### src/design/trt_pkg.sv
package trt_pkg;

    localparam int SRC_W    = 16;
    localparam int SEQ_W    = 32;
    localparam int MSS_W    = 16;
    localparam int STATUS_W = 3;
    localparam int DRAIN_W  = 7;

    localparam logic [MSS_W-1:0] MSS_RESET = 16'd512;

    typedef enum logic [STATUS_W-1:0] {
        STAT_IN_ORDER  = 3'd0,
        STAT_AHEAD     = 3'd1,
        STAT_OLD       = 3'd2,
        STAT_WRONG_SRC = 3'd3,
        STAT_OVERFLOW  = 3'd4
    } t_status;

    typedef enum logic [2:0] {
        S_IDLE,
        S_LIMIT,
        S_CLASS,
        S_DIV,
        S_DRAIN,
        S_MARK,
        S_OUT
    } t_state;

endpackage

### src/design/trt_if.sv
interface trt_in_if import trt_pkg::*; ();
    logic             valid;
    logic             ready;
    logic [SRC_W-1:0] source_id;
    logic [SEQ_W-1:0] segment_seq;

    modport source (output valid, output source_id, output segment_seq, input ready);
    modport sink   (input valid, input source_id, input segment_seq, output ready);
endinterface

interface trt_out_if import trt_pkg::*; ();
    logic                valid;
    logic                ready;
    logic [STATUS_W-1:0] status;
    logic [SEQ_W-1:0]    next_expected;
    logic [DRAIN_W-1:0]  drained_count;

    modport source (output valid, output status, output next_expected,
                    output drained_count, input ready);
    modport sink   (input valid, input status, input next_expected,
                    input drained_count, output ready);
endinterface

interface trt_cfg_if import trt_pkg::*; ();
    logic             valid;
    logic             ready;
    logic [MSS_W-1:0] data;

    modport source (output valid, output data, input ready);
    modport sink   (input valid, input data, output ready);
endinterface

### src/design/tcp_receive_reassembly_tracker.sv
// Sequence: accept, S_LIMIT, S_CLASS, then S_OUT for a wrong source, an old duplicate or a
// window overflow; a stored-ahead segment goes S_DIV, S_MARK, S_OUT; an in-order one goes S_DIV,
// then S_DRAIN releases one buffered segment per step and re-runs S_DIV when the sequence wraps.
// One segment at a time: the next beat is taken only after the result is accepted; the 32-step
// shared restoring divider that finds the slot index, plus the drain walk, sets the pace.
// Reset (synchronous, active low): unbound, expectation zero, bitmap clear, segment size 512.
module tcp_receive_reassembly_tracker
    import trt_pkg::*;
#(
    parameter int WINDOW_SEGMENTS = 64
) (
    input  logic            i_clk,
    input  logic            i_rst_n,
    trt_cfg_if.sink         i_cfg,
    trt_in_if.sink          i_seg,
    trt_out_if.source       o_res
);

    localparam int SW  = $clog2(WINDOW_SEGMENTS);
    localparam int CW  = $clog2(WINDOW_SEGMENTS + 1);
    localparam int CDW = (CW > DRAIN_W) ? CW : DRAIN_W;
    localparam int LW  = MSS_W + SW;
    localparam int DW  = (LW > SEQ_W) ? LW : SEQ_W;
    localparam logic [LW-1:0]  WIN_M1   = LW'(WINDOW_SEGMENTS - 1);
    localparam logic [SW:0]    WIN_EXT  = (SW+1)'(WINDOW_SEGMENTS);
    localparam logic [SW-1:0]  SLOT_MAX = SW'(WINDOW_SEGMENTS - 1);
    localparam logic [CW-1:0]  CNT_MAX  = CW'(WINDOW_SEGMENTS);
    localparam logic [4:0]     DIV_LAST = 5'(SEQ_W - 1);

    // control state
    t_state                 r_state, n_state;
    logic [SRC_W-1:0]       r_bound, n_bound;
    logic [SEQ_W-1:0]       r_exp, n_exp;
    logic [WINDOW_SEGMENTS-1:0] r_map, n_map;
    logic [MSS_W-1:0]       r_mss;

    // payload and working registers
    logic [SEQ_W-1:0]       r_seq, n_seq;
    logic                   r_wrong, n_wrong;
    logic [SEQ_W-1:0]       r_dist, n_dist;
    logic [LW-1:0]          r_limit, n_limit;
    logic                   r_ahead, n_ahead;
    logic [4:0]             r_cnt, n_cnt;
    logic [SEQ_W-1:0]       r_dvd, n_dvd;
    logic [MSS_W-1:0]       r_rem, n_rem;
    logic [SW-1:0]          r_slot, n_slot;
    logic [CW-1:0]          r_drained, n_drained;
    t_status                r_status, n_status;

    logic [MSS_W-1:0]       mss_eff;
    logic                   seg_beat;
    logic [SRC_W-1:0]       bound_eff;
    logic [MSS_W:0]         div_t;
    logic                   div_ge;
    logic [SW:0]            qm2;
    logic [SEQ_W:0]         exp_sum;
    logic                   drain_hit;
    logic [CDW-1:0]         drained_ext;

    assign mss_eff  = (r_mss == '0) ? MSS_W'(1) : r_mss;
    assign seg_beat = i_seg.valid && i_seg.ready;
    assign bound_eff = (r_bound == '0) ? i_seg.source_id : r_bound;

    // shared divider step: one quotient bit, quotient kept modulo the window
    assign div_t  = {r_rem, r_dvd[SEQ_W-1]};
    assign div_ge = div_t >= {1'b0, mss_eff};
    assign qm2    = {r_slot, div_ge};

    assign exp_sum   = {1'b0, r_exp} + {{(SEQ_W-MSS_W+1){1'b0}}, mss_eff};
    assign drain_hit = r_map[r_slot] && (r_drained != CNT_MAX);

    // next state
    always_comb begin
        n_state = r_state;
        case (r_state)
            S_IDLE:  if (seg_beat) n_state = S_LIMIT;
            S_LIMIT: n_state = S_CLASS;
            S_CLASS: begin
                if (r_wrong) begin
                    n_state = S_OUT;
                end else if (r_dist == '0) begin
                    n_state = S_DIV;
                end else if (!r_dist[SEQ_W-1]) begin
                    n_state = (DW'(r_dist) > DW'(r_limit)) ? S_OUT : S_DIV;
                end else begin
                    n_state = S_OUT;
                end
            end
            S_DIV:   if (r_cnt == DIV_LAST) n_state = r_ahead ? S_MARK : S_DRAIN;
            S_DRAIN: begin
                if (!drain_hit) n_state = S_OUT;
                else if (exp_sum[SEQ_W]) n_state = S_DIV;
            end
            S_MARK:  n_state = S_OUT;
            S_OUT:   if (o_res.ready) n_state = S_IDLE;
            default: n_state = S_IDLE;
        endcase
    end

    // datapath next values
    always_comb begin
        n_bound   = r_bound;
        n_exp     = r_exp;
        n_map     = r_map;
        n_seq     = r_seq;
        n_wrong   = r_wrong;
        n_dist    = r_dist;
        n_limit   = r_limit;
        n_ahead   = r_ahead;
        n_cnt     = r_cnt;
        n_dvd     = r_dvd;
        n_rem     = r_rem;
        n_slot    = r_slot;
        n_drained = r_drained;
        n_status  = r_status;
        case (r_state)
            S_IDLE: begin
                // take the beat and bind on first sight
                if (seg_beat) begin
                    if (r_bound == '0) n_bound = i_seg.source_id;
                    n_wrong = bound_eff != i_seg.source_id;
                    n_seq   = i_seg.segment_seq;
                end
            end
            S_LIMIT: begin
                n_limit   = WIN_M1 * LW'(mss_eff);
                n_dist    = r_seq - r_exp;
                n_drained = '0;
            end
            S_CLASS: begin
                n_cnt  = '0;
                n_rem  = '0;
                n_slot = '0;
                if (r_wrong) begin
                    n_status = STAT_WRONG_SRC;
                end else if (r_dist == '0) begin
                    // advance, then find the slot of the new expectation
                    n_exp    = exp_sum[SEQ_W-1:0];
                    n_dvd    = exp_sum[SEQ_W-1:0];
                    n_ahead  = 1'b0;
                    n_status = STAT_IN_ORDER;
                end else if (!r_dist[SEQ_W-1]) begin
                    if (DW'(r_dist) > DW'(r_limit)) begin
                        n_status = STAT_OVERFLOW;
                    end else begin
                        n_dvd    = r_seq;
                        n_ahead  = 1'b1;
                        n_status = STAT_AHEAD;
                    end
                end else begin
                    n_status = STAT_OLD;
                end
            end
            S_DIV: begin
                n_rem  = div_ge ? MSS_W'(div_t - {1'b0, mss_eff}) : div_t[MSS_W-1:0];
                n_slot = (qm2 >= WIN_EXT) ? SW'(qm2 - WIN_EXT) : qm2[SW-1:0];
                n_dvd  = {r_dvd[SEQ_W-2:0], 1'b0};
                n_cnt  = r_cnt + 5'd1;
            end
            S_DRAIN: begin
                // release one buffered segment and step to the next slot, or re-divide after a sequence wrap
                if (drain_hit) begin
                    n_map[r_slot] = 1'b0;
                    n_exp         = exp_sum[SEQ_W-1:0];
                    n_drained     = r_drained + CW'(1);
                    if (exp_sum[SEQ_W]) begin
                        n_dvd  = exp_sum[SEQ_W-1:0];
                        n_cnt  = '0;
                        n_rem  = '0;
                        n_slot = '0;
                    end else begin
                        n_slot = (r_slot == SLOT_MAX) ? '0 : r_slot + SW'(1);
                    end
                end
            end
            S_MARK:  n_map[r_slot] = 1'b1;
            S_OUT:   ;
            default: ;
        endcase
    end

    // control registers
    always_ff @(posedge i_clk) begin
        if (!i_rst_n) begin
            r_state <= S_IDLE;
            r_bound <= '0;
            r_exp   <= '0;
            r_map   <= '0;
            r_mss   <= MSS_RESET;
        end else begin
            r_state <= n_state;
            r_bound <= n_bound;
            r_exp   <= n_exp;
            r_map   <= n_map;
            if (i_cfg.valid && i_cfg.ready) r_mss <= i_cfg.data;
        end
    end

    // working registers
    always_ff @(posedge i_clk) begin
        r_seq     <= n_seq;
        r_wrong   <= n_wrong;
        r_dist    <= n_dist;
        r_limit   <= n_limit;
        r_ahead   <= n_ahead;
        r_cnt     <= n_cnt;
        r_dvd     <= n_dvd;
        r_rem     <= n_rem;
        r_slot    <= n_slot;
        r_drained <= n_drained;
        r_status  <= n_status;
    end

    assign drained_ext = CDW'(r_drained);

    // outputs
    always_comb begin
        i_cfg.ready         = 1'b1;
        i_seg.ready         = r_state == S_IDLE;
        o_res.valid         = r_state == S_OUT;
        o_res.status        = r_status;
        o_res.next_expected = r_exp;
        o_res.drained_count = (drained_ext > CDW'(127)) ? DRAIN_W'(127)
                                                        : drained_ext[DRAIN_W-1:0];
    end

endmodule

### src/flat_wrapper.sv
// flat-port wrapper written by rule: the top's interface ports become plain ports
module tcp_receive_reassembly_tracker_flat import trt_pkg::*;
#(
    parameter int WINDOW_SEGMENTS = 64
)
  (i_clk, i_rst_n, i_cfg_valid, i_cfg_data, i_cfg_ready, i_seg_valid, i_seg_source_id, i_seg_segment_seq, i_seg_ready, o_res_valid, o_res_status, o_res_next_expected, o_res_drained_count, o_res_ready);
  trt_cfg_if i_cfg_i ();
  trt_in_if i_seg_i ();
  trt_out_if o_res_i ();
  input  logic i_clk;
  input  logic i_rst_n;
  input wire logic [$bits(i_cfg_i.valid)-1:0] i_cfg_valid;
  input wire logic [$bits(i_cfg_i.data)-1:0] i_cfg_data;
  output wire logic [$bits(i_cfg_i.ready)-1:0] i_cfg_ready;
  input wire logic [$bits(i_seg_i.valid)-1:0] i_seg_valid;
  input wire logic [$bits(i_seg_i.source_id)-1:0] i_seg_source_id;
  input wire logic [$bits(i_seg_i.segment_seq)-1:0] i_seg_segment_seq;
  output wire logic [$bits(i_seg_i.ready)-1:0] i_seg_ready;
  output wire logic [$bits(o_res_i.valid)-1:0] o_res_valid;
  output wire logic [$bits(o_res_i.status)-1:0] o_res_status;
  output wire logic [$bits(o_res_i.next_expected)-1:0] o_res_next_expected;
  output wire logic [$bits(o_res_i.drained_count)-1:0] o_res_drained_count;
  input wire logic [$bits(o_res_i.ready)-1:0] o_res_ready;
  assign i_cfg_i.valid = i_cfg_valid;
  assign i_cfg_i.data = i_cfg_data;
  assign i_cfg_ready = i_cfg_i.ready;
  assign i_seg_i.valid = i_seg_valid;
  assign i_seg_i.source_id = i_seg_source_id;
  assign i_seg_i.segment_seq = i_seg_segment_seq;
  assign i_seg_ready = i_seg_i.ready;
  assign o_res_valid = o_res_i.valid;
  assign o_res_status = o_res_i.status;
  assign o_res_next_expected = o_res_i.next_expected;
  assign o_res_drained_count = o_res_i.drained_count;
  assign o_res_i.ready = o_res_ready;
  tcp_receive_reassembly_tracker #(.WINDOW_SEGMENTS(WINDOW_SEGMENTS)) u_core (.i_clk(i_clk), .i_rst_n(i_rst_n), .i_cfg(i_cfg_i), .i_seg(i_seg_i), .o_res(o_res_i));
endmodule
### config.mk
export PLATFORM = sky130hd
export DESIGN_NAME = tcp_receive_reassembly_tracker_flat
export DESIGN_NICKNAME = d
export VERILOG_FILES = /design/src/design/trt_pkg.sv /design/src/design/trt_if.sv /design/src/design/tcp_receive_reassembly_tracker.sv /design/src/flat_wrapper.sv
export SDC_FILE = /design/constraint.sdc
export NUM_CORES = 1
export LEC_CHECK = 0
export BUFFER_PORTS_ARGS = -buffer_cell sky130_fd_sc_hd__buf_2
export CORE_MARGIN = 2
export CORE_UTILIZATION = 35
export DETAILED_ROUTE_END_ITERATION = 7
export GPL_TIMING_DRIVEN = 0
export SYNTH_ARGS = -nofsm -noshare
export SYNTH_HDL_FRONTEND = slang
export SYNTH_SLANG_ARGS = --single-unit
### constraint.sdc
create_clock -name i_clk -period 16.2 [get_ports i_clk]
set_clock_uncertainty 0.05 [all_clocks]
set_input_delay 3.24 -clock i_clk [delete_from_list [all_inputs] [get_ports i_clk]]
set_output_delay 3.24 -clock i_clk [all_outputs]
set_load 0.05 [all_outputs]
After elaboration in Yosys (flattened, before gate mapping) --
Index checks and enable logic that the tools add are counted.
Storage, ports and cells: register bits after elaboration 288, latch bits 0, RAM bits 0, bits in read-only memories 0, output and inout bits 45, word-level logic and storage cells 128, memories 0
Operators by class: add/subtract/negate cells 7, multiply operators 1, div/mod/pow operators 0, order comparisons 6, eq/ne operators 22, shift operators 0, muxes and demuxes 50, bitwise gates (word level) 4, reduce and logical (&&, ||, !) cells 21
Operators by type and width (count):
- 32-bit 2-to-1 mux | 9
- 64-bit case mux with 2 select lines | 1
- 32-bit case mux with 3 select lines | 1
- 16-bit 2-to-1 mux | 5
- 64-bit bitwise AND | 1
- 64-bit 2-to-1 mux | 1
- 64-bit inverter | 1
- 64-bit OR | 1
- 32-bit case mux with 2 select lines | 1
- 16-bit case mux with 3 select lines | 1
- 32-bit by 16-bit adder with 33-bit output | 1
- 32-bit by 22-bit > comparator with 1-bit output | 1
- 16-bit zero test | 2
- 32-bit zero test | 1
- 32-bit subtractor | 1
- 3-bit 2-to-1 mux | 10
- 6-bit 2-to-1 mux | 4
- 6-bit by 16-bit multiplier with 22-bit output, first input constant | 1
- 3-bit case mux with 7 select lines | 1
- 6-bit case mux with 3 select lines | 1
- 17-bit by 16-bit >= comparator with 1-bit output | 1
- 16-bit != test | 1
- 16-bit subtractor | 1
- 5-bit case mux with 3 select lines | 1
- other kinds (35) | 62

Longest topological paths before layout --
Gate-level depths: netlist of the first run.
word-level depth 8, depth in mapped cells 25, depth with buffers taken out 24

Worst setup path after synthesis of the first run --
Ideal clock, no wire load.
path kind register to register, from reg u_core.r_state[0], to reg u_core.r_drained[0], in the netlist u_core.drained_ext[0] (enable), library setup time 0.330 ns, data arrival time 5.326 ns, data required time 15.820 ns, slack 10.494 ns, cell stages (with the launch flop) 5, buffers on the path 2, clock period less this slack 5.706 ns, cell sequence dfxtp_1 -> clkbuf_1 -> clkbuf_1 -> nor3b_1 -> nand2b_1
Between the ends: cells in the longest elaborated chain, start to end 3
Ends and longest elaborated chain:
- from (decl) | RTL line tcp_receive_reassembly_tracker.sv:31 | t_state r_state, n_state;
- from (signal assigned) | RTL line tcp_receive_reassembly_tracker.sv:191 | r_state <= n_state;
- 3-bit equality test or 3-bit by 1-bit equality test with 1-bit output (tied branches) | RTL line tcp_receive_reassembly_tracker.sv:116 | case (r_state)
- 2-bit by 1-bit != test with 1-bit output (no source line) or 2-bit nonzero test (tied branches)
- 2-bit AND reduction (no source line) (*)
- to (signal assigned) | RTL line tcp_receive_reassembly_tracker.sv:210 | r_drained <= n_drained;
- to (decl) | RTL line tcp_receive_reassembly_tracker.sv:47 | logic [CW-1:0] r_drained, n_drained;
Mark *: on every way between the ends. The rest lies on a longest branch, timed or not. A chain may end at the register's enable or synchronous reset.

Worst setup path in the final report of the first run --
from reg u_core.r_mss[12], to reg u_core.r_limit[21] (data pin)
Between the ends: cells in the longest elaborated chain, start to end 3
Ends and longest elaborated chain:
- from (decl) | RTL line tcp_receive_reassembly_tracker.sv:35 | logic [MSS_W-1:0] r_mss;
- from (signal assigned) | RTL line tcp_receive_reassembly_tracker.sv:195 | if (i_cfg.valid && i_cfg.ready) r_mss <= i_cfg.data;
- 16-bit zero test | RTL line tcp_receive_reassembly_tracker.sv:60 | assign mss_eff = (r_mss == '0) ? MSS_W'(1) : r_mss;
- 16-bit 2-to-1 mux (*) | RTL line tcp_receive_reassembly_tracker.sv:60
- 6-bit by 16-bit multiplier with 22-bit output (*) | RTL line tcp_receive_reassembly_tracker.sv:126 | n_limit = WIN_M1 * LW'(mss_eff);
- to (signal assigned) | RTL line tcp_receive_reassembly_tracker.sv:204 | r_limit <= n_limit;
- to (decl) | RTL line tcp_receive_reassembly_tracker.sv:41 | logic [LW-1:0] r_limit, n_limit;
Marked as above.

==> flow_metrics.tcl, run 1 <==
set metrics [dict create \
    via_count 15300 \
    post-route-period-util 0.393 \
    yosysTopAreaCell "edfxtp_1" \
    first_pass_iters 5 \
    max_cap_viol_count 0 \
    avgSynthCellArea_um2 9.41 \
    hpwl_um 41300 \
    synthTopCellsByArea "edfxtp_1 26%, dfxtp_1 14%, ha_1 8.7%" \
    cts_hold_buf 0 \
    initial_core_util 0.356 \
    drt-wirelength-per-cell_um 19.3 \
    power.density_mw_per_mm2 155 \
    async_flop_share 0 \
    setup_viol 0 \
    post_cts_buffers 0 \
    dp.cells 2744 \
    hold_viol 0 \
    status "finished clean" \
    critPathKind "flip-flop to flip-flop" \
    endpoint_kind "flip-flop" \
    ys_seq_area_frac 0.401 \
    die_area_mm2 0.0542 \
    grt_max_degree 34 \
    max_freq_mhz 157 \
    antenna_found_initial 0 \
    cts_root_buffer "clkbuf_16" \
    worstPathRequired_ns 16.46 \
    fin_tns_setup_ns 0 \
    synth_most_common_cell "nor2_1" \
    crit_path_max_fanout 10 \
    worst_slew_pin_slew_ns 1.37 \
    clkLatencyLatePin_ns 0.56 \
    drt_iter0_markers 1471 \
    grt_pass1_vias 15200 \
    min_path_type "flip-flop to flip-flop" \
    placed_area_mm2 0.0198 \
    relSlewSlack 0.0789 \
    final_area_mm2 0.0210 \
    grt-ovfl-total 0 \
    via_per_inst 5.43 \
    post-route-util 0.407 \
    area_delta_synth_final_pct 14.5 \
    portBuffers 110 \
    netlist_instances 1947 \
    yosys_most_used_dff "edfxtp_1" \
    synth_common_cells "200 x nor2_1, 184 x inv_1, 157 x edfxtp_1, 144 x o21ai_0, 131 x dfxtp_1" \
    synth_seq_cells 288 \
    gp_congestion 0.889 \
    yosys_warnings 0 \
    drv_slew 0 \
    synth-edff-count 157 \
    ant_nets 0 \
    clk_pin_slew_ns 0.06 \
    synth_area_mm2 0.0183 \
    synth_nets 2188 \
    core_area_mm2 0.0515 \
    vdd_drop_max_mv 0.0822 \
    clk_path_buf_depth 3 \
    total_power_w 0.00325 \
    die_h_um 233 \
    arrival_ns 6.62 \
    cts_resized 0 \
    fin_nets 2344 \
    ff2ff_setup_slack_ns 9.83 \
    die_x_um 233 \
    ios 114 \
    p_leak_nw 8.43 \
    period_minus_slack_ns 6.37 \
    grtUsageTotal 0.202 \
    cts_buffers 36 \
    stdcell_count 2811 \
    drt_wl_total_um 54300 \
    cts_sinks 288 \
    synth_top_area_share 0.257 \
    crit_path_start_kind "flip-flop" \
    cts-htree-levels 2 \
    drive_gt1_frac 0.112 \
    drc 0 \
    grt_pass1_wl_um 85300 \
    rsz0062_at_grt "no" \
    yosysUniqueCellTypes 86 \
    fp-row-count 83 \
    holdPathStages 2 \
    r2r_cells 23 \
    antenna_cells 0 \
    cts_tree "yes" \
]
-- cells by family (layout without fill, tap and decap cells) --
kind of cell               Yosys count  in the layout  synth area share
xor gates and xnor gates           103            103            0.0493
adders and majority gates          172            172             0.136
and+or+nand+nor                    545            545             0.144
muxes                               52             52            0.0310
AOI/OAI and AO/OA                  503            503             0.177
buffers and inverters              283            467            0.0621
DFF                                288            288             0.401
other                                1              1          0.000205
-- power breakdown --
group          switching [W]  internal [W]
Clock               0.000331      0.000447
Sequential          0.000107       0.00103
Combinational       0.000847      0.000489
-- area by class of cell --
class                      count  area [um^2]
timing repair buffer         118          644
fill                        5084        30500
buffer                        96          435
inverter                     187          702
clock inverter                14          106
multi-input combinational   1376         9860
sequential                   288         7340
clock buffer                  52         1030
tap                          680          851
-- cells in the final DEF (no fill, tap or decap), types with 35 or more instances in the layout --
cell       netlist  layout
clkbuf_1        74      84
nor3_1          36      35
fa_1            44      44
o21ai_0        144     144
nand2_1         93      93
dfxtp_1        131     131
nand3_1         60      60
a22oi_1         44      44
ha_1           128     128
a21oi_1        100     100
a31oi_1         54      54
xnor2_1         79      79
edfxtp_1       157     157
mux2i_1         42      42
nor2_1         200     200
buf_2            6     116
inv_1          184     183
clkbuf_16        0      37
-- critical path, stage by stage (launching register included) --
cell      delay, ns
dfxtp_1        0.43
inv_1          0.12
ha_1           0.23
and4_1         0.16
nand4_1        0.14
or3_1          0.12
clkbuf_1       0.26
clkbuf_1       0.37
nand2_1        0.28
fa_1           0.58
fa_1           0.52
fa_1           0.52
inv_1          0.05
ha_1           0.33
a21o_1         0.17
a21oi_1        0.19
nand2b_1       0.17
a21oi_1        0.09
o21ai_0        0.24
a21oi_1        0.15
o41ai_1        0.52
o211ai_1       0.19
o211ai_1       0.14
xnor2_1        0.09
-- final timing paths --
kind / end / startpoint
worst max-delay path: u_core.r_limit[21]$_DFFE_PP_ / u_core.r_mss[12]$_SDFFE_PN0P_
worst min-delay path: flip-flop / flip-flop
worst max register to register: u_core.r_limit[21]$_DFFE_PP_ / u_core.r_mss[12]$_SDFFE_PN0P_
worst min register to register: flip-flop / flip-flop
-- routing by layer --
layer | GRT usage | vias to the layer above | wire, um
met4 | 0.0681 | 0 | 1770
met3 | 0.0298 | 108 | 2980
li1 | - | 7297 | -
met2 | 0.343 | 496 | 26100
met5 | 0 | - | 0
met1 | 0.261 | 7367 | 23500
-- stage by stage --
stage / setup WS, ns / hold WS (ns)
after floorplan: 10.49 / 0.385
after global placement: 8.35 / 0.401
after detailed placement: 9.81 / 0.408
after CTS: 9.82 / 0.416
after global routing: 9.32 / 0.443
final: 9.83 / 0.415
(Power assumes the default switching activity.)
==> run 2: changes to the inputs <==
==> constraint.sdc (replaced) <==
create_clock -name i_clk -period 5.5 [get_ports i_clk]
set_clock_uncertainty 0.05 [all_clocks]
set_input_delay 1.1 -clock i_clk [delete_from_list [all_inputs] [get_ports i_clk]]
set_output_delay 1.1 -clock i_clk [all_outputs]
set_load 0.05 [all_outputs]
==> flow_metrics.tcl, run 2 (synthesis gave the netlist of run 1 again) <==
set metrics [dict create \
    setup_viol 0 \
    die_area_mm2 0.0542 \
    via_count 15200 \
    cts-htree-levels 2 \
    first_pass_iters 6 \
    r2r_cells 24 \
    ff2ff_setup_slack_ns 0.20 \
    fillers 5106 \
    power.density_mw_per_mm2 465 \
    via_per_inst 5.40 \
    cts_sinks 288 \
    drt_iter0_markers 1280 \
    antenna_found_initial 0 \
    combinationalPowerShare 0.408 \
    area_delta_synth_final_pct 16.7 \
    crit_path_start_kind "flip-flop" \
    drt-wirelength-per-cell_um 19.5 \
    fin_nets 2354 \
    cpMaxStageDelayCell "fa_1" \
    fp-row-count 83 \
    critPathKind "flip-flop to flip-flop" \
    ant_nets 0 \
    p_int_w 0.00608 \
    slowest_delay_ns 0.54 \
    grt_pass1_vias 15200 \
    grt_max_degree 34 \
    placed_area_mm2 0.0198 \
    drc 0 \
    crit_family "adder cells" \
    power_frac_clock 0.256 \
    worst_slew_pin_slew_ns 1.55 \
    swShare 0.389 \
    endpoint_kind "flip-flop" \
    final_cell_mix "200 x nor2_1, 173 x inv_1, 157 x edfxtp_1, 142 x o21ai_0" \
    seqPwrFrac 0.336 \
    fin_tns_setup_ns 0 \
    antenna_cells 0 \
    cts_root_buffer "clkbuf_16" \
    drt_wl_total_um 55000 \
    arrival_ns 5.55 \
    core_area_mm2 0.0515 \
    cts_tree "yes" \
    grt-ovfl-total 0 \
    drv_slew 18 \
    relSlewSlack -0.0426 \
    post-route-util 0.415 \
    worst_r2r_endpoint "u_core.r_limit[21]$_DFFE_PP_" \
    stdcell_count 2820 \
    p_leak_nw 8.58 \
    min_path_type "flip-flop to flip-flop" \
    status "finished with violations" \
    initial_core_util 0.356 \
    portBuffers 110 \
    p_switching_w 0.00386 \
    post-route-period-util 0.963 \
    dp.cells 2742 \
    violations "capacitance limit, slew limit" \
    cts_buffers 35 \
    vdd_drop_max_mv 0.216 \
    holdPathStages 2 \
    clk_path_buf_depth 3 \
    cp_num_buf_inv 6 \
    path_cells "inv_2, ha_1, and4_1, nand4_1, or3_4, buf_4, nand2_1, inv_2, fa_1, inv_1, fa_1, inv_1, fa_1, ha_4, a21oi_2, nand2b_4, a21oi_4, o21ai_2, a21oi_2, o41ai_2, buf_4, o211ai_1, o211ai_1, xnor2_1" \
    layout_commonest_cell "nor2_1" \
    die_h_um 233 \
    die_x_um 233 \
    clk_pin_slew_ns 0.06 \
    grt_pass1_wl_um 85200 \
    hpwl_um 40900 \
    gp_congestion 0.929 \
    worstReg2RegStart "u_core.r_mss[4]$_SDFFE_PN0P_" \
    crit_path_max_fanout 6 \
    rsz0062_at_grt "yes" \
    clkLatencyLatePin_ns 0.56 \
    final_area_mm2 0.0214 \
    period_minus_slack_ns 5.30 \
    cts_hold_buf 0 \
    max_freq_mhz 189 \
    hold_viol 0 \
    grtUsageTotal 0.202 \
    worstPathRequired_ns 5.76 \
    cpMostUsedCell "fa_1" \
    drive_gt1_frac 0.136 \
    ios 114 \
    max_cap_viol_count 2 \
]
run 2: cell types whose count changed in the layout (fill, tap and decap cells not counted), sizes merged:
cell,before,now
buf,140,152
clkbuf,126,120
clkinv,14,8
bufinv,0,5
inv,186,189
o221a,3,4
run 2: area by class of cell:
cell class                      count  area (um^2)  area share
Timing Repair Buffer              129          727      0.0340
Sequential cell                   288         7340       0.344
Tap cell                          680          851      0.0398
Buffer                             95          443      0.0207
Clock inverter                     16          221      0.0104
Inverter                          187          702      0.0329
Multi-Input combinational cell   1377        10000       0.470
Clock buffer                       48         1030      0.0482
run 2: stage by stage:
stage	setup WS, ns	total power [W]	hold slack, ns
floorplan	0.110	0.00611	0.385
global placement	-1.38	0.00715	0.398
detailed placement	-0.773	0.00724	0.410
CTS	-0.0218	0.00987	0.419
global route	-0.0456	0.0106	0.437
finish	0.204	0.00994	0.417
run 2: power by group through the flow:
stage | Combinational (W) | Sequential (W) | Clock (W)
detailed placement | 0.00386 | 0.00338 | 0
CTS | 0.00395 | 0.00334 | 0.00258
floorplan | 0.00282 | 0.00329 | 0
global placement | 0.00376 | 0.00339 | 0
global route | 0.00452 | 0.00339 | 0.00266
finish | 0.00406 | 0.00334 | 0.00254
run 2: worst register-to-register path: stages (launching register included):
cell,delay [ns]
dfxtp_2,0.35
inv_2,0.08
ha_1,0.14
and4_1,0.19
nand4_1,0.15
or3_4,0.41
buf_4,0.15
nand2_1,0.11
inv_2,0.09
fa_1,0.54
inv_1,0.07
fa_1,0.50
inv_1,0.05
fa_1,0.49
ha_4,0.31
a21oi_2,0.07
nand2b_4,0.15
a21oi_4,0.16
o21ai_2,0.09
a21oi_2,0.24
o41ai_2,0.08
buf_4,0.14
o211ai_1,0.18
o211ai_1,0.13
xnor2_1,0.15
run 2: repair_timing:
action | in CTS | in global routing
endpoints found under the hold margin | 0 | 0
resized for setup | 27 | 27
pin swaps | 7 | 12
setup endpoints to repair | 62 | 61
setup buffers | 7 | 7
gates cloned | 0 | 1
run 2: worst max-delay path by stage:
stage                                 startpoint                            end  slack, ns  cells after the start
floorplan           u_core.r_mss[4]$_SDFFE_PN0P_   u_core.r_limit[21]$_DFFE_PP_       0.11                     23
global placement    u_core.r_mss[4]$_SDFFE_PN0P_  u_core.r_rem[3]$_SDFFCE_PN0P_      -1.38                     20
detailed placement  u_core.r_mss[4]$_SDFFE_PN0P_   u_core.r_limit[21]$_DFFE_PP_      -0.77                     23
CTS                 u_core.r_mss[5]$_SDFFE_PN0P_   u_core.r_limit[21]$_DFFE_PP_      -0.02                     23
global route        u_core.r_mss[4]$_SDFFE_PN0P_   u_core.r_limit[13]$_DFFE_PP_      -0.05                     25
finish              u_core.r_mss[4]$_SDFFE_PN0P_   u_core.r_limit[21]$_DFFE_PP_       0.20                     24
run 2: metal layers:
metal | GRT usage | vias up | share of wire
li1 | - | 7318 | -
met2 | 0.336 | 476 | 0.47
met4 | 0.0814 | 0 | 0.039
met3 | 0.0347 | 117 | 0.061
met5 | 0 | - | 0
met1 | 0.261 | 7320 | 0.43
==> run 3: changes to the inputs <==
--- a/config.mk
+++ b/config.mk
@@ -5,10 +5,10 @@
 export SDC_FILE = /design/constraint.sdc
 export NUM_CORES = 1
 export LEC_CHECK = 0
-export BUFFER_PORTS_ARGS = -buffer_cell sky130_fd_sc_hd__buf_2
 export CORE_MARGIN = 2
 export CORE_UTILIZATION = 35
 export DETAILED_ROUTE_END_ITERATION = 7
+export DONT_BUFFER_PORTS = 1
 export GPL_TIMING_DRIVEN = 0
 export SYNTH_ARGS = -nofsm -noshare
 export SYNTH_HDL_FRONTEND = slang
==> flow_metrics.tcl, run 3 (synthesis gave the netlist of run 1 again) <==
set metrics [dict create \
    crit_path_start_kind "flip-flop" \
    portBuffers 0 \
    cts_root_buffer "clkbuf_16" \
    antenna_found_initial 2 \
    grt_pass1_wl_um 83900 \
    setup_viol 0 \
    drt-met1-wl_um 23200 \
    max_cap_viol_count 1 \
    post-route-util 0.404 \
    worstReg2RegStart "u_core.r_mss[3]$_SDFFE_PN0P_" \
    via_per_inst 5.49 \
    power_frac_clock 0.247 \
    layout_commonest_cell "nor2_1" \
    grt_max_degree 34 \
    seqPwrFrac 0.347 \
    drv_slew 0 \
    cts_tree "yes" \
    ant_nets 0 \
    cts_sinks 288 \
    worst_slew_pin_slew_ns 1.47 \
    slowest_delay_ns 0.52 \
    power.density_mw_per_mm2 469 \
    rsz0062_at_grt "yes" \
    die_area_mm2 0.0542 \
    ios 114 \
    die_h_um 233 \
    clkLatencyLatePin_ns 0.56 \
    status "finished with violations" \
    fin_tns_setup_ns 0 \
    fillers 5062 \
    r2r_cells 23 \
    die_x_um 233 \
    antenna_cells 0 \
    final_area_mm2 0.0208 \
    cp-startpoint "u_core.r_mss[3]$_SDFFE_PN0P_" \
    grt_pass1_vias 14900 \
    p_leak_nw 8.09 \
    core_area_mm2 0.0515 \
    initial_core_util 0.356 \
    worst_r2r_endpoint "u_core.r_limit[21]$_DFFE_PP_" \
    total_power_w 0.00977 \
    post-route-period-util 0.963 \
    gp_congestion 0.918 \
    critPathKind "flip-flop to flip-flop" \
    drt_iter0_markers 1524 \
    fp-row-count 83 \
    placed_area_mm2 0.0193 \
    period_minus_slack_ns 5.30 \
    cts-htree-levels 2 \
    grtUsageTotal 0.201 \
    drc 0 \
    violations "capacitance limit" \
    vdd_drop_max_mv 0.302 \
    holdPathStages 2 \
    met2_length_um 25500 \
    met3_length_um 3670 \
    highest_layer "met5" \
    endpoint_kind "flip-flop" \
    crit_family "adder cells" \
    p_int_w 0.00595 \
    path_cells "inv_2, ha_1, and4_1, nand4_1, or3_4, clkbuf_16, nand2_8, fa_1, fa_1, fa_1, inv_1, ha_4, a21o_1, a21oi_2, nand2b_4, a21oi_2, o21ai_2, a21oi_2, o41ai_2, buf_4, o211ai_1, o211ai_1, xnor2_1" \
    combinationalPowerShare 0.406 \
    arrival_ns 5.53 \
    cts_hold_buf 0 \
    ff2ff_setup_slack_ns 0.20 \
    first_pass_iters 8 \
    relSlewSlack 0.0105 \
    cts_buffers 36 \
    worstPathRequired_ns 5.73 \
    drive_gt1_frac 0.0962 \
    clk_pin_slew_ns 0.06 \
    min_path_type "flip-flop to flip-flop" \
    drt-wirelength-per-cell_um 20.1 \
    swShare 0.391 \
    hpwl_um 41200 \
    cp_num_buf_inv 4 \
    grt-ovfl-total 0 \
    p_switching_w 0.00382 \
    hold_viol 0 \
    fin_nets 2241 \
    max_freq_mhz 189 \
    drt_wl_total_um 54500 \
    clk_path_buf_depth 3 \
    final_cell_mix "200 x nor2_1, 171 x inv_1, 157 x edfxtp_1, 142 x o21ai_0, 124 x dfxtp_1" \
    via_count 14900 \
    cpMaxStageDelayCell "fa_1" \
    crit_path_max_fanout 7 \
    area_delta_synth_final_pct 13.7 \
]
run 3: changes by cell type in the layout (fill, tap and decap cells not counted), sizes merged:
cell	previous run	this run
clkbuf	120	118
buf	152	38
bufinv	5	3
o221a	4	3
clkinv	8	15
run 3: routing by layer:
layer | up-vias | GRT usage
met5 | - | 0
met4 | 4 | 0.0824
met3 | 114 | 0.0433
met2 | 475 | 0.333
met1 | 7182 | 0.253
li1 | 7096 | -
run 3: metrics by stage:
stage                     setup slack, ns  hold WS, ns  cells
after floorplan                     0.110        0.385   1947
after global placement              -1.38        0.403   2627
after detailed placement           -0.762        0.409   2634
after CTS                        -0.00780        0.417   2702
after global routing              -0.0125        0.438   2708
final                               0.202        0.412   2708
run 3: cell type report:
type | instances | area, um^2 | share of cell area
multi-input cells | 1376 | 10100 | 0.485
flip-flops and latches | 288 | 7350 | 0.353
clock buffers | 45 | 1010 | 0.0484
well taps | 680 | 851 | 0.0409
inverters | 187 | 707 | 0.0340
plain buffers | 95 | 453 | 0.0218
clock inverters | 21 | 190 | 0.00913
repair buffers | 16 | 161 | 0.00775
run 3: power by group through the flow:
stage          combinational (W)  sequential [W]  clock (W)
2_1_floorplan            0.00282         0.00329          0
3_3_place_gp             0.00365         0.00344          0
3_5_place_dp             0.00379         0.00343          0
4_1_cts                  0.00388         0.00339    0.00245
5_1_grt                  0.00443         0.00344    0.00254
6_report                 0.00396         0.00339    0.00241
run 3: worst max path at each step:
stage                                                to  depth (start not counted)
after floorplan            u_core.r_limit[21]$_DFFE_PP_                         23
after global placement    u_core.r_rem[4]$_SDFFCE_PN0P_                         20
after detailed placement   u_core.r_limit[21]$_DFFE_PP_                         23
after CTS                  u_core.r_limit[21]$_DFFE_PP_                         23
after global routing       u_core.r_limit[21]$_DFFE_PP_                         23
final                      u_core.r_limit[21]$_DFFE_PP_                         23
run 3: repair_timing:
action | CTS | global route
cloned | 0 | 1
pin swaps | 9 | 9
setup buffers | 3 | 5
setup endpoints to repair | 62 | 59
gates resized for setup | 32 | 37
run 3: tightest hold or removal path, cell delays in order (launching register included):
cell and delay, ns:
dfxtp_1 0.31, nand2_1 0.05, mux2i_1 0.06
